==> config.mk <==
export PLATFORM = sky130hd
export DESIGN_NAME = sm4_block_cipher
export DESIGN_NICKNAME = d
export VERILOG_FILES = /design/src/sm4_pkg.sv /design/src/sm4_ram.sv /design/src/sm4_round.sv /design/src/sm4_block_cipher.sv
export SDC_FILE = /design/constraint.sdc
export NUM_CORES = 2
export LEC_CHECK = 0
export CAP_MARGIN = 20
export CORE_ASPECT_RATIO = 1.25
export CORE_MARGIN = 5
export CORE_UTILIZATION = 30
export DETAILED_ROUTE_END_ITERATION = 12
export DONT_BUFFER_PORTS = 1
export PLACE_DENSITY_LB_ADDON = 0.05
export SETUP_SLACK_MARGIN = 0.2
export SLEW_MARGIN = 20
export SYNTH_ARGS = -nofsm -noshare
export SYNTH_HDL_FRONTEND = slang
export SYNTH_SLANG_ARGS = --single-unit
==> constraint.sdc <==
create_clock -name clk -period 16.9 [get_ports clk]
set_input_delay 1.69 -clock clk [delete_from_list [all_inputs] [get_ports clk]]
set_output_delay 1.69 -clock clk [all_outputs]
set_load 0.005 [all_outputs]
==> src/sm4_pkg.sv <==
// Types, constants and table functions of the SM4 block cipher.
// Used by the round unit and the top level; depends on nothing.
package sm4_pkg;

	typedef logic [31:0] word_t;
	typedef logic [3:0][31:0] quad_t;

	localparam logic [1:0] REG_KEY_HIGH = 2'd0;
	localparam logic [1:0] REG_KEY_LOW = 2'd1;
	localparam logic [1:0] REG_DECRYPT_MODE = 2'd2;

	localparam word_t FK_WORDS [4] = '{32'hA3B1BAC6, 32'h56AA3350, 32'h677D9197, 32'hB27022DC};

	localparam logic [7:0] SBOX_TABLE [256] = '{
		8'hd6, 8'h90, 8'he9, 8'hfe, 8'hcc, 8'he1, 8'h3d, 8'hb7,
		8'h16, 8'hb6, 8'h14, 8'hc2, 8'h28, 8'hfb, 8'h2c, 8'h05,
		8'h2b, 8'h67, 8'h9a, 8'h76, 8'h2a, 8'hbe, 8'h04, 8'hc3,
		8'haa, 8'h44, 8'h13, 8'h26, 8'h49, 8'h86, 8'h06, 8'h99,
		8'h9c, 8'h42, 8'h50, 8'hf4, 8'h91, 8'hef, 8'h98, 8'h7a,
		8'h33, 8'h54, 8'h0b, 8'h43, 8'hed, 8'hcf, 8'hac, 8'h62,
		8'he4, 8'hb3, 8'h1c, 8'ha9, 8'hc9, 8'h08, 8'he8, 8'h95,
		8'h80, 8'hdf, 8'h94, 8'hfa, 8'h75, 8'h8f, 8'h3f, 8'ha6,
		8'h47, 8'h07, 8'ha7, 8'hfc, 8'hf3, 8'h73, 8'h17, 8'hba,
		8'h83, 8'h59, 8'h3c, 8'h19, 8'he6, 8'h85, 8'h4f, 8'ha8,
		8'h68, 8'h6b, 8'h81, 8'hb2, 8'h71, 8'h64, 8'hda, 8'h8b,
		8'hf8, 8'heb, 8'h0f, 8'h4b, 8'h70, 8'h56, 8'h9d, 8'h35,
		8'h1e, 8'h24, 8'h0e, 8'h5e, 8'h63, 8'h58, 8'hd1, 8'ha2,
		8'h25, 8'h22, 8'h7c, 8'h3b, 8'h01, 8'h21, 8'h78, 8'h87,
		8'hd4, 8'h00, 8'h46, 8'h57, 8'h9f, 8'hd3, 8'h27, 8'h52,
		8'h4c, 8'h36, 8'h02, 8'he7, 8'ha0, 8'hc4, 8'hc8, 8'h9e,
		8'hea, 8'hbf, 8'h8a, 8'hd2, 8'h40, 8'hc7, 8'h38, 8'hb5,
		8'ha3, 8'hf7, 8'hf2, 8'hce, 8'hf9, 8'h61, 8'h15, 8'ha1,
		8'he0, 8'hae, 8'h5d, 8'ha4, 8'h9b, 8'h34, 8'h1a, 8'h55,
		8'had, 8'h93, 8'h32, 8'h30, 8'hf5, 8'h8c, 8'hb1, 8'he3,
		8'h1d, 8'hf6, 8'he2, 8'h2e, 8'h82, 8'h66, 8'hca, 8'h60,
		8'hc0, 8'h29, 8'h23, 8'hab, 8'h0d, 8'h53, 8'h4e, 8'h6f,
		8'hd5, 8'hdb, 8'h37, 8'h45, 8'hde, 8'hfd, 8'h8e, 8'h2f,
		8'h03, 8'hff, 8'h6a, 8'h72, 8'h6d, 8'h6c, 8'h5b, 8'h51,
		8'h8d, 8'h1b, 8'haf, 8'h92, 8'hbb, 8'hdd, 8'hbc, 8'h7f,
		8'h11, 8'hd9, 8'h5c, 8'h41, 8'h1f, 8'h10, 8'h5a, 8'hd8,
		8'h0a, 8'hc1, 8'h31, 8'h88, 8'ha5, 8'hcd, 8'h7b, 8'hbd,
		8'h2d, 8'h74, 8'hd0, 8'h12, 8'hb8, 8'he5, 8'hb4, 8'hb0,
		8'h89, 8'h69, 8'h97, 8'h4a, 8'h0c, 8'h96, 8'h77, 8'h7e,
		8'h65, 8'hb9, 8'hf1, 8'h09, 8'hc5, 8'h6e, 8'hc6, 8'h84,
		8'h18, 8'hf0, 8'h7d, 8'hec, 8'h3a, 8'hdc, 8'h4d, 8'h20,
		8'h79, 8'hee, 8'h5f, 8'h3e, 8'hd7, 8'hcb, 8'h39, 8'h48
	};

	function automatic word_t rotl(input word_t v, input int unsigned n);
		return (v << n) | (v >> (32 - n));
	endfunction

	function automatic word_t tau(input word_t v);
		word_t r;
		for (int b = 0; b < 4; b++) begin
			r[8*b +: 8] = SBOX_TABLE[v[8*b +: 8]];
		end
		return r;
	endfunction

	function automatic word_t ck_word(input logic [7:0] idx);
		word_t r;
		logic [7:0] b;
		r = '0;
		for (int j = 0; j < 4; j++) begin
			b = 8'((8'(idx << 2) + 8'(j)) * 8'd7);
			r = {r[23:0], b};
		end
		return r;
	endfunction

endpackage

==> src/sm4_ram.sv <==
// Generic single-write, single-read RAM with a registered read port.
// Holds the expanded round keys; depends on nothing.
module sm4_ram #(
	parameter int WIDTH = 32,
	parameter int DEPTH = 32
) (
	input  logic                     clk,
	input  logic                     we,
	input  logic [$clog2(DEPTH)-1:0] waddr,
	input  logic [WIDTH-1:0]         wdata,
	input  logic [$clog2(DEPTH)-1:0] raddr,
	output logic [WIDTH-1:0]         rdata
);

	logic [WIDTH-1:0] mem_q [DEPTH];

	always_ff @(posedge clk) begin
		if (we) begin
			mem_q[waddr] <= wdata;
		end
		rdata <= mem_q[raddr];
	end

endmodule

==> src/sm4_round.sv <==
// Shared SM4 round unit, used for both key expansion and block rounds.
// Depends on sm4_pkg for the S-box, rotation and word types.
module sm4_round import sm4_pkg::*; (
	input  quad_t words,
	input  word_t rk,
	input  logic  key_sched,
	output word_t next_word
);

	word_t mix;
	word_t sub;
	word_t lin;

	always_comb begin
		mix = words[1] ^ words[2] ^ words[3] ^ rk;
		sub = tau(mix);
		if (key_sched) begin
			lin = sub ^ rotl(sub, 13) ^ rotl(sub, 23);
		end else begin
			lin = sub ^ rotl(sub, 2) ^ rotl(sub, 10) ^ rotl(sub, 18) ^ rotl(sub, 24);
		end
		next_word = words[0] ^ lin;
	end

endmodule

==> src/sm4_block_cipher.sv <==
// SM4 block cipher, 128-bit key and block, one shared round unit.
// The key and the direction are written through a plain register port
// (cfg_we, cfg_index, cfg_data); the user must write them only while the
// block is idle, as the block itself does not enforce this. An input
// transaction on in_valid/in_ready carries block_high/block_low; a result
// transaction on out_valid/out_ready carries result_high/result_low.
// After a key write the next block first expands the key through the
// round unit, filling all ROUND_COUNT entries of the round key RAM.
// A block then passes the load state, the ROUND_COUNT rounds of the run
// state (one round per cycle, limited by the single round unit and the RAM
// read port) and the done state, which moves it into the output register.
// in_ready is high only when idle, so no block is taken while one is busy.
// A result waits in the output register while out_ready is low; the block
// still accepts the next input and holds its finished words until the
// output register frees up.
// Reset clears the key to zero, selects encryption and marks the round
// keys as stale, so the first block always expands the key.
module sm4_block_cipher import sm4_pkg::*; #(
	parameter int ROUND_COUNT = 32
) (
	input  logic        clk,
	input  logic        arst_n,
	input  logic        cfg_we,
	input  logic [1:0]  cfg_index,
	input  logic [63:0] cfg_data,
	input  logic        in_valid,
	output logic        in_ready,
	input  logic [63:0] block_high,
	input  logic [63:0] block_low,
	output logic        out_valid,
	input  logic        out_ready,
	output logic [63:0] result_high,
	output logic [63:0] result_low
);

	localparam int CNT_W = $clog2(ROUND_COUNT);
	localparam logic [CNT_W-1:0] LAST = CNT_W'(ROUND_COUNT - 1);

	localparam logic [2:0] ST_IDLE = 3'd0;
	localparam logic [2:0] ST_KEXP = 3'd1;
	localparam logic [2:0] ST_LOAD = 3'd2;
	localparam logic [2:0] ST_RUN = 3'd3;
	localparam logic [2:0] ST_DONE = 3'd4;

	logic [2:0]       state_q;
	logic [CNT_W-1:0] cnt_q;
	logic             keys_ready_q;
	logic             decrypt_q;
	logic [63:0]      key_high_q;
	logic [63:0]      key_low_q;
	logic             out_valid_q;
	quad_t            x_q;
	logic [63:0]      blk_high_q;
	logic [63:0]      blk_low_q;
	logic [63:0]      result_high_q;
	logic [63:0]      result_low_q;

	logic             kexp;
	logic             out_free;
	logic             accept;
	word_t            rk_data;
	word_t            round_key;
	word_t            next_word;
	logic [CNT_W-1:0] rd_base;
	logic [CNT_W-1:0] rd_addr;

	assign kexp = (state_q == ST_KEXP);
	assign out_free = !out_valid_q || out_ready;
	assign in_ready = (state_q == ST_IDLE);
	assign accept = in_valid && in_ready;
	assign round_key = kexp ? ck_word(8'(cnt_q)) : rk_data;
	assign rd_base = (state_q == ST_RUN) ? cnt_q + CNT_W'(1) : '0;
	assign rd_addr = decrypt_q ? LAST - rd_base : rd_base;

	sm4_round u_round (
		.words    (x_q),
		.rk       (round_key),
		.key_sched(kexp),
		.next_word(next_word)
	);

	sm4_ram #(
		.WIDTH(32),
		.DEPTH(ROUND_COUNT)
	) u_rk_ram (
		.clk  (clk),
		.we   (kexp),
		.waddr(cnt_q),
		.wdata(next_word),
		.raddr(rd_addr),
		.rdata(rk_data)
	);

	always_ff @(posedge clk or negedge arst_n) begin
		if (!arst_n) begin
			state_q <= ST_IDLE;
			cnt_q <= '0;
			keys_ready_q <= 1'b0;
			decrypt_q <= 1'b0;
			key_high_q <= '0;
			key_low_q <= '0;
			out_valid_q <= 1'b0;
		end else begin
			if (cfg_we) begin
				unique case (cfg_index)
					REG_KEY_HIGH: begin
						key_high_q <= cfg_data;
						keys_ready_q <= 1'b0;
					end
					REG_KEY_LOW: begin
						key_low_q <= cfg_data;
						keys_ready_q <= 1'b0;
					end
					REG_DECRYPT_MODE: begin
						decrypt_q <= cfg_data[0];
					end
					default: begin
					end
				endcase
			end
			unique case (state_q)
				ST_IDLE: begin
					cnt_q <= '0;
					if (accept) begin
						state_q <= keys_ready_q ? ST_LOAD : ST_KEXP;
					end
				end
				ST_KEXP: begin
					cnt_q <= cnt_q + CNT_W'(1);
					if (cnt_q == LAST) begin
						keys_ready_q <= 1'b1;
						state_q <= ST_LOAD;
					end
				end
				ST_LOAD: begin
					cnt_q <= '0;
					state_q <= ST_RUN;
				end
				ST_RUN: begin
					cnt_q <= cnt_q + CNT_W'(1);
					if (cnt_q == LAST) begin
						state_q <= ST_DONE;
					end
				end
				ST_DONE: begin
					if (out_free) begin
						state_q <= ST_IDLE;
					end
				end
				default: begin
					state_q <= ST_IDLE;
				end
			endcase
			if (state_q == ST_DONE && out_free) begin
				out_valid_q <= 1'b1;
			end else if (out_ready) begin
				out_valid_q <= 1'b0;
			end
		end
	end

	always_ff @(posedge clk) begin
		if (accept) begin
			blk_high_q <= block_high;
			blk_low_q <= block_low;
			x_q <= {key_low_q[31:0] ^ FK_WORDS[3], key_low_q[63:32] ^ FK_WORDS[2],
				key_high_q[31:0] ^ FK_WORDS[1], key_high_q[63:32] ^ FK_WORDS[0]};
		end else if (state_q == ST_LOAD) begin
			x_q <= {blk_low_q[31:0], blk_low_q[63:32], blk_high_q[31:0], blk_high_q[63:32]};
		end else if (state_q == ST_KEXP || state_q == ST_RUN) begin
			x_q <= {next_word, x_q[3], x_q[2], x_q[1]};
		end
		if (state_q == ST_DONE && out_free) begin
			result_high_q <= {x_q[3], x_q[2]};
			result_low_q <= {x_q[1], x_q[0]};
		end
	end

	assign out_valid = out_valid_q;
	assign result_high = result_high_q;
	assign result_low = result_low_q;

endmodule

After elaboration in Yosys (flattened, before gate mapping)
Memory sizes are Yosys's and may differ from the RTL's. A register that Yosys moved wholly into a read port is not among the register bits.
Index checks and enable logic that the tools add are counted.
{"block": "word_totals", "regBits": 523, "latchBits": 0, "ramBits": 1024, "mem_bits_ro": 8192, "inputBits": 199, "output_inout_bits": 130, "word_cells": 115, "n_memories": 5}
{"name": "(name not given)", "depth": 256, "width": 8, "read_ports": 1, "rd_clocked_by_memory_dff": 0, "wr": 0, "line": "sm4_pkg.sv:56", "text": "r[8*b +: 8] = SBOX_TABLE[v[8*b +: 8]];"}
{"name": "(name not given)", "depth": 256, "width": 8, "read_ports": 1, "rd_clocked_by_memory_dff": 0, "wr": 0, "line": "sm4_pkg.sv:56"}
{"name": "(name not given)", "depth": 256, "width": 8, "read_ports": 1, "rd_clocked_by_memory_dff": 0, "wr": 0, "line": "sm4_pkg.sv:56"}
{"name": "(name not given)", "depth": 256, "width": 8, "read_ports": 1, "rd_clocked_by_memory_dff": 0, "wr": 0, "line": "sm4_pkg.sv:56"}
{"name": "u_rk_ram.mem_q", "depth": 32, "width": 32, "read_ports": 1, "rd_clocked_by_memory_dff": 1, "wr": 1, "line": "sm4_ram.sv:15", "text": "logic [WIDTH-1:0] mem_q [DEPTH];"}
{"block": "classes", "add_sub_neg": 5, "n_mul": 4, "n_div": 0, "order_cmp": 4, "eq_ne": 11, "shifts": 0, "mux": 30, "bitwise_logic": 24, "reduce_logical": 17}
{"operator": "128-bit 2-to-1 mux", "n": 3}
{"operator": "32-bit XOR", "n": 10}
{"operator": "32-bit 2-to-1 mux", "n": 2}
{"operator": "8-bit 2-to-1 mux", "n": 8}
{"operator": "9-bit >= comparator (second input constant)", "n": 4}
{"operator": "8-bit NOT with 9-bit output", "n": 4}
{"operator": "32-bit by 10-bit bitwise OR with 32-bit output", "n": 1}
{"operator": "32-bit by 13-bit bitwise OR with 32-bit output", "n": 1}
{"operator": "32-bit by 18-bit bitwise OR with 32-bit output", "n": 1}
{"operator": "32-bit by 2-bit bitwise OR with 32-bit output", "n": 1}
{"operator": "32-bit by 23-bit bitwise OR with 32-bit output", "n": 1}
{"operator": "32-bit by 24-bit bitwise OR with 32-bit output", "n": 1}
{"operator": "14-bit NOT", "n": 2}
{"operator": "8-bit by 3-bit multiplier with 8-bit output (second input constant)", "n": 3}
{"operator": "19-bit NOT", "n": 1}
{"operator": "17-bit NOT", "n": 1}
{"operator": "7-bit by 2-bit adder with 8-bit output (second input constant)", "n": 2}
{"operator": "3-bit one-hot mux with 5 select lines", "n": 1}
{"operator": "3-bit 2-to-1 mux", "n": 4}
{"operator": "5-bit 2-to-1 mux", "n": 2}
{"operator": "5-bit one-hot mux with 2 select lines", "n": 1}
{"operator": "7-bit by 1-bit adder with 8-bit output (second input constant)", "n": 1}
{"operator": "1-bit 2-to-1 mux", "n": 8}
{"operator": "3-bit by 2-bit equality test with 1-bit output (second input constant)", "n": 2}
{"operator": "other kinds (21)", "n": 30}

Longest topological paths before layout
{"block": "logic_depth", "depth_word": 18, "mapped_depth": 24, "ltp_nobuf": 17}

Hierarchy
From an unflattened synthesis, not the netlist that was laid out.
{"block": "unflattened", "hier_cells": 6028, "hier_area_um2": 77536.9}
{"module": "sm4_ram", "instances": 1, "cells_each": 2260, "area_each_um2": 40485.1, "seq_area_each_um2": 31390.1}
{"module": "sm4_block_cipher", "instances": 1, "cells_each": 1204, "area_each_um2": 20561.0, "seq_area_each_um2": 15009.4}
{"module": "sm4_round", "instances": 1, "cells_each": 2564, "area_each_um2": 16490.8, "seq_area_each_um2": 0.0}

Worst setup path before layout
OpenSTA, ideal clock, no wires.
{"block": "synth_path", "path_kind": "input to register", "from": "input out_ready", "to": "register result_high_q[0], in the netlist result_high[0], enable pin", "setup_time_ns": 0.617, "arrival_ns": 7.065, "t_required_ns": 16.283, "setup_slack_ns": 9.218, "path_stages": 2, "path_buffers": 0, "path_cell_list": "nor2b_1 > nor2_1"}
{"block": "synth_between", "elab_chain_len": 2}
{"item": "from (decl)", "line": "sm4_block_cipher.sv:31", "text": "input logic out_ready,"}
{"item": "1-bit logical OR", "line": "sm4_block_cipher.sv:68", "text": "assign out_free = !out_valid_q || out_ready;"}
{"item": "1-bit logical AND", "line": "sm4_block_cipher.sv:173", "text": "if (state_q == ST_DONE && out_free) begin"}
{"item": "to (signal assigned)", "line": "sm4_block_cipher.sv:174", "text": "result_high_q <= {x_q[3], x_q[2]};"}
{"item": "to (decl)", "line": "sm4_block_cipher.sv:55", "text": "logic [63:0] result_high_q;"}
Every way passes these cells.
A chain may end at the register's enable or synchronous reset.

Worst setup path in the final report
{"block": "layout_path", "from": "register state_q[2]", "to": "memory u_rk_ram.mem_q[19][17] (data pin)"}
{"block": "layout_between", "elab_chain_len": 14, "elab_cells_between_ends": 33, "cone_classes": "eq/ne (1); mux (10); bitwise (18); memory (4)"}
{"item": "from (decl)", "line": "sm4_block_cipher.sv:45", "text": "logic [2:0] state_q;"}
{"item": "from (signal assigned)", "line": "sm4_block_cipher.sv:125", "text": "state_q <= keys_ready_q ? ST_LOAD : ST_KEXP;"}
{"item": "3-bit by 1-bit equality test with 1-bit output (*)", "line": "sm4_block_cipher.sv:67", "text": "assign kexp = (state_q == ST_KEXP);"}
{"item": "32-bit 2-to-1 mux", "line": "sm4_block_cipher.sv:71", "text": "assign round_key = kexp ? ck_word(8'(cnt_q)) : rk_data;"}
{"item": "32-bit XOR", "line": "sm4_round.sv:15", "text": "mix = words[1] ^ words[2] ^ words[3] ^ rk;"}
{"item": "8-bit NOT with 9-bit output (not written as such)", "line": "sm4_pkg.sv:56"}
{"item": "memory 256 x 8 bit"}
{"item": "8-bit 2-to-1 mux (not written as such) (2 in a row)", "line": "sm4_pkg.sv:56"}
{"item": "32-bit by 2-bit bitwise OR with 32-bit output", "line": "sm4_pkg.sv:50", "text": "return (v << n) | (v >> (32 - n));"}
{"item": "32-bit XOR (4 in a row)", "line": "sm4_round.sv:20", "text": "lin = sub ^ rotl(sub, 2) ^ rotl(sub, 10) ^ rotl(sub, 18) ^ rotl(sub, 24);"}
{"item": "32-bit 2-to-1 mux (*)", "line": "sm4_round.sv:17", "text": "if (key_sched) begin"}
{"item": "32-bit XOR (*)", "line": "sm4_round.sv:22", "text": "next_word = words[0] ^ lin;"}
{"item": "net next_word[17]", "line": "sm4_block_cipher.sv:63", "text": "word_t next_word;"}
{"item": "to (decl)", "line": "sm4_ram.sv:15"}
The timed path passes the listed nets; every way through them passes the cells marked *. The select of a mux whose other input is x is not followed.

==> impl_metrics.sql <==
INSERT INTO impl_metrics (metric_group, metric, value, unit) VALUES
('outcome', 'run_status', 'finished clean', ''),
('cells_and_area', 'fillers', '24781', ''),
('global_routing', 'first_pass_grt_wire_length', '451.6', 'mm'),
('global_routing', 'pin_count_of_the_biggest_net_entering_global_routing', '140', ''),
('setup_path', 'crit-reg2reg-capture', 'u_rk_ram.mem_q[19][17]$_DFFE_PP_', ''),
('floorplanning', 'die-area', '268300', 'um2'),
('clock_tree', 'cts.root.buffer_cell', 'clkbuf_16', ''),
('synth', 'synth-warning-count', '0', ''),
('floorplanning', 'die_width', '464.3', 'um'),
('synth', 'synth.largest_area_cell', 'edfxtp_1', ''),
('placed_design', 'port-buffer-count', '0', ''),
('placed_design', 'place.gp.congestion', '0.9548', ''),
('clock_tree', 'cts_htree_levels', '4', ''),
('clock_tree', 'post-cts-setup-buffers', '0', ''),
('global_routing', 'grt_pass1_vias', '52149', ''),
('synth', 'syn-instance-count', '5569', ''),
('timing', 'finalSetupTns', '0', 'ns'),
('clock_tree', 'clkTransAtPathRegs', '0.06', 'ns'),
('synth', 'mappedNetlistArea', '77380', 'um2'),
('job', 'max_cap_violations', '0', ''),
('timing', 'timing.final.setup_violations', '0', ''),
('placed_design', 'detailedPlacementHpwl', '213.6', 'mm'),
('routing', 'route.detailed.vias_per_inst', '5.842', ''),
('floorplanning', 'io-pin-count', '329', ''),
('timing', 'slew_viol_final', '0', ''),
('routing', 'drt_wl_total', '330.4', 'mm'),
('floorplanning', 'initial_core_util', '30.13', '%'),
('timing', 'period_minus_slack', '8.124', 'ns'),
('cells_and_area', 'layout_cell_share_with_drive_strength_beyond_1', '20.48', '%'),
('clock_tree', 'cts_resized', '0', ''),
('timing', 'fin_crit_sh', '48.07', '%'),
('setup_path', 'timing.reg2reg.setup_slack', '8.78', 'ns'),
('clock_tree', 'ctsLongestPathBuffers', '4', ''),
('cells_and_area', 'seqCellArea', '46400', 'um2'),
('clock_tree', 'clock_latency_late_sink', '0.85', 'ns'),
('clock_tree', 'tritoncts_clock_tree', 'built', ''),
('cells_and_area', 'syn_to_final_growth', '13.68', '%'),
('placed_design', 'detailed_place.area', '82240', 'um2'),
('synth', 'synth-main-ff-cell', 'edfxtp_1', ''),
('synth', 'postSynthRegisterBits', '1579', ''),
('placed_design', 'numPlacedInstances', '8690', ''),
('routing', 'drt_pass1_iterations', '8', ''),
('synth', 'netlist_top_cells_area', 'edfxtp_1 (55%), mux4_2 (9.8%), dfrtp_1 (4.5%)', ''),
('routing', 'antenna_left', '0', ''),
('timing', 'hold_viol', '0', ''),
('cells_and_area', 'final_design_area_no_fill', '87960', 'um2'),
('routing', 'wl_per_cell', '36.68', 'um'),
('synth', 'yosysUniqueCellTypes', '116', ''),
('synth', 'synth-edff-count', '1408', ''),
('global_routing', 'groute.layer.met1.usage', '30.19', '%'),
('floorplanning', 'placeableCoreArea', '256900', 'um2'),
('global_routing', 'globalRouteTotalUtil', '23.76', '%'),
('clock_tree', 'cts_hold_buffers', '0', ''),
('synth', 'avgSynthCellArea', '13.90', 'um2'),
('synth', 'synthesis.nets', '5828', ''),
('setup_path', 'cp_data_required_time', '17.39', 'ns'),
('worst_hold_path', 'min_path_type', 'reg -> reg', ''),
('setup_path', 'crit_fanout', '33', ''),
('global_routing', 'globalRouteMet2Util', '41.87', '%'),
('synth', 'ys_top_cells_by_count', 'edfxtp_1 (1,408), nand2_1 (531), nor2_1 (342)', ''),
('worst_hold_path', 'worstHoldStart', 'x_q[40]$_DFFE_PP_', ''),
('timing', 'finClkSkew', '0.06456', 'ns'),
('routing', 'routed-via-count', '52622', ''),
('cells_and_area', 'multiInputGateArea', '29830', 'um2'),
('timing', 'max_freq', '123.1', 'MHz'),
('floorplanning', 'row_count', '208', ''),
('worst_hold_path', 'hold-path-cell-count', '0', ''),
('synth', 'synth_largest_type_area_fraction', '54.64', '%'),
('synth', 'synth_sequential_area_ratio', '59.96', '%'),
('floorplanning', 'fp.dieH', '577.8', 'um'),
('global_routing', 'initial_antenna_violation_count', '37', '');
[worst max-delay path: stages, from the launching register on]
cell,delay [ns]
dfrtp_1,0.63
nor3b_4,0.63
buf_4,0.53
nor2_1,0.14
xor2_2,0.19
buf_4,0.28
inv_2,0.47
ha_1,0.97
nor3_1,0.31
o311ai_0,0.65
o32ai_1,0.19
or4_4,0.46
o211ai_4,0.19
xnor3_1,0.53
xnor2_1,0.25
a21oi_1,0.59
xor2_4,0.64
[metrics by stage]
| step | utilization [%] | setup WS, ns |
|---|---|---|
| 5_1_grt | 34.24 | 8.496 |
| 2_1_floorplan | - | 9.218 |
| 3_5_place_dp | 32.01 | 8.586 |
| 6_report | 34.25 | 8.776 |
| 3_3_place_gp | 32.00 | 8.546 |
| 4_1_cts | 34.22 | 8.488 |
[layout by cell type (no fill, tap or decap), drive strengths merged, types with 35 or more instances in the layout]
master and instances:
and3 80, a211oi 81, edfxtp 1408, nand2 533
a311oi 38, a31oi 93, clkinv 53, mux2i 78
dfrtp 139, a21oi 277, nand3 60, nor3 93
o311ai 44, o211ai 71, o21ai 228, xnor2 173
o221ai 55, o22ai 41, buf 215, inv 51
xor2 113, mux4 336, a221oi 51, clkbuf 234
mux2 164, a2111oi 35, ha 53, nor2 345
[registers in the layout, summed over array words and instances, names as in the netlist]
register,count
out_valid,1
key_high_q,64
key_low_q,64
state_q,3
result_high,64
cnt_q,5
u_rk_ram.rdata,32
x_q,128
decrypt_q,1
keys_ready_q,1
result_low,64
blk_low_q,64
u_rk_ram.mem_q,1024
blk_high_q,64
[kinds of logic (layout without fill, tap and decap cells)]
kind of cell               after synthesis  count (layout)  synth area share [%]
DFF                                   1579            1579                 59.96
AOI/OAI and AO/OA                     1275            1275                 11.53
and+or+nand+nor                       1269            1269                 7.363
muxes                                  578             578                 13.23
buffers and inverters                  501             572                 2.886
xor gates and xnor gates               306             306                 3.971
adders and majority gates               61              61                 1.051
other                                    0               7                     0
[layout make-up]
cell class	count	share of cell area (%)
inverters	47	0.2091
repair buffers	215	1.878
multi-input cells	3489	33.91
clock inverters	76	0.9388
flip-flops and latches	1579	52.75
diodes	7	0.01991
clock buffers	234	5.513
well taps	3360	4.779
[worst max-delay path by stage]
| stage | cells after the start | slack [ns] | from | endpoint |
|---|---|---|---|---|
| 2_1_floorplan | 2 | 9.22 | out_ready | result_high[0]$_DFFE_PP_ |
| 3_3_place_gp | 16 | 8.55 | state_q[2]$_DFFE_PN0P_ | u_rk_ram.mem_q[16][17]$_DFFE_PP_ |
| 3_5_place_dp | 16 | 8.59 | state_q[2]$_DFFE_PN0P_ | u_rk_ram.mem_q[19][17]$_DFFE_PP_ |
| 4_1_cts | 16 | 8.49 | state_q[2]$_DFFE_PN0P_ | u_rk_ram.mem_q[19][17]$_DFFE_PP_ |
| 5_1_grt | 17 | 8.50 | state_q[2]$_DFFE_PN0P_ | u_rk_ram.mem_q[15][12]$_DFFE_PP_ |
| 6_report | 16 | 8.78 | state_q[2]$_DFFE_PN0P_ | u_rk_ram.mem_q[19][17]$_DFFE_PP_ |
[metal layers]
metal	vias up	wire length, um
met1	27834	133000
met5	-	56
met3	562	17680
met4	8	12520
li1	21869	-
met2	2349	167100
Power is left out: the tool's default activity adds up to more than one toggle a clock period on the data nets, which glitch-free logic cannot reach.
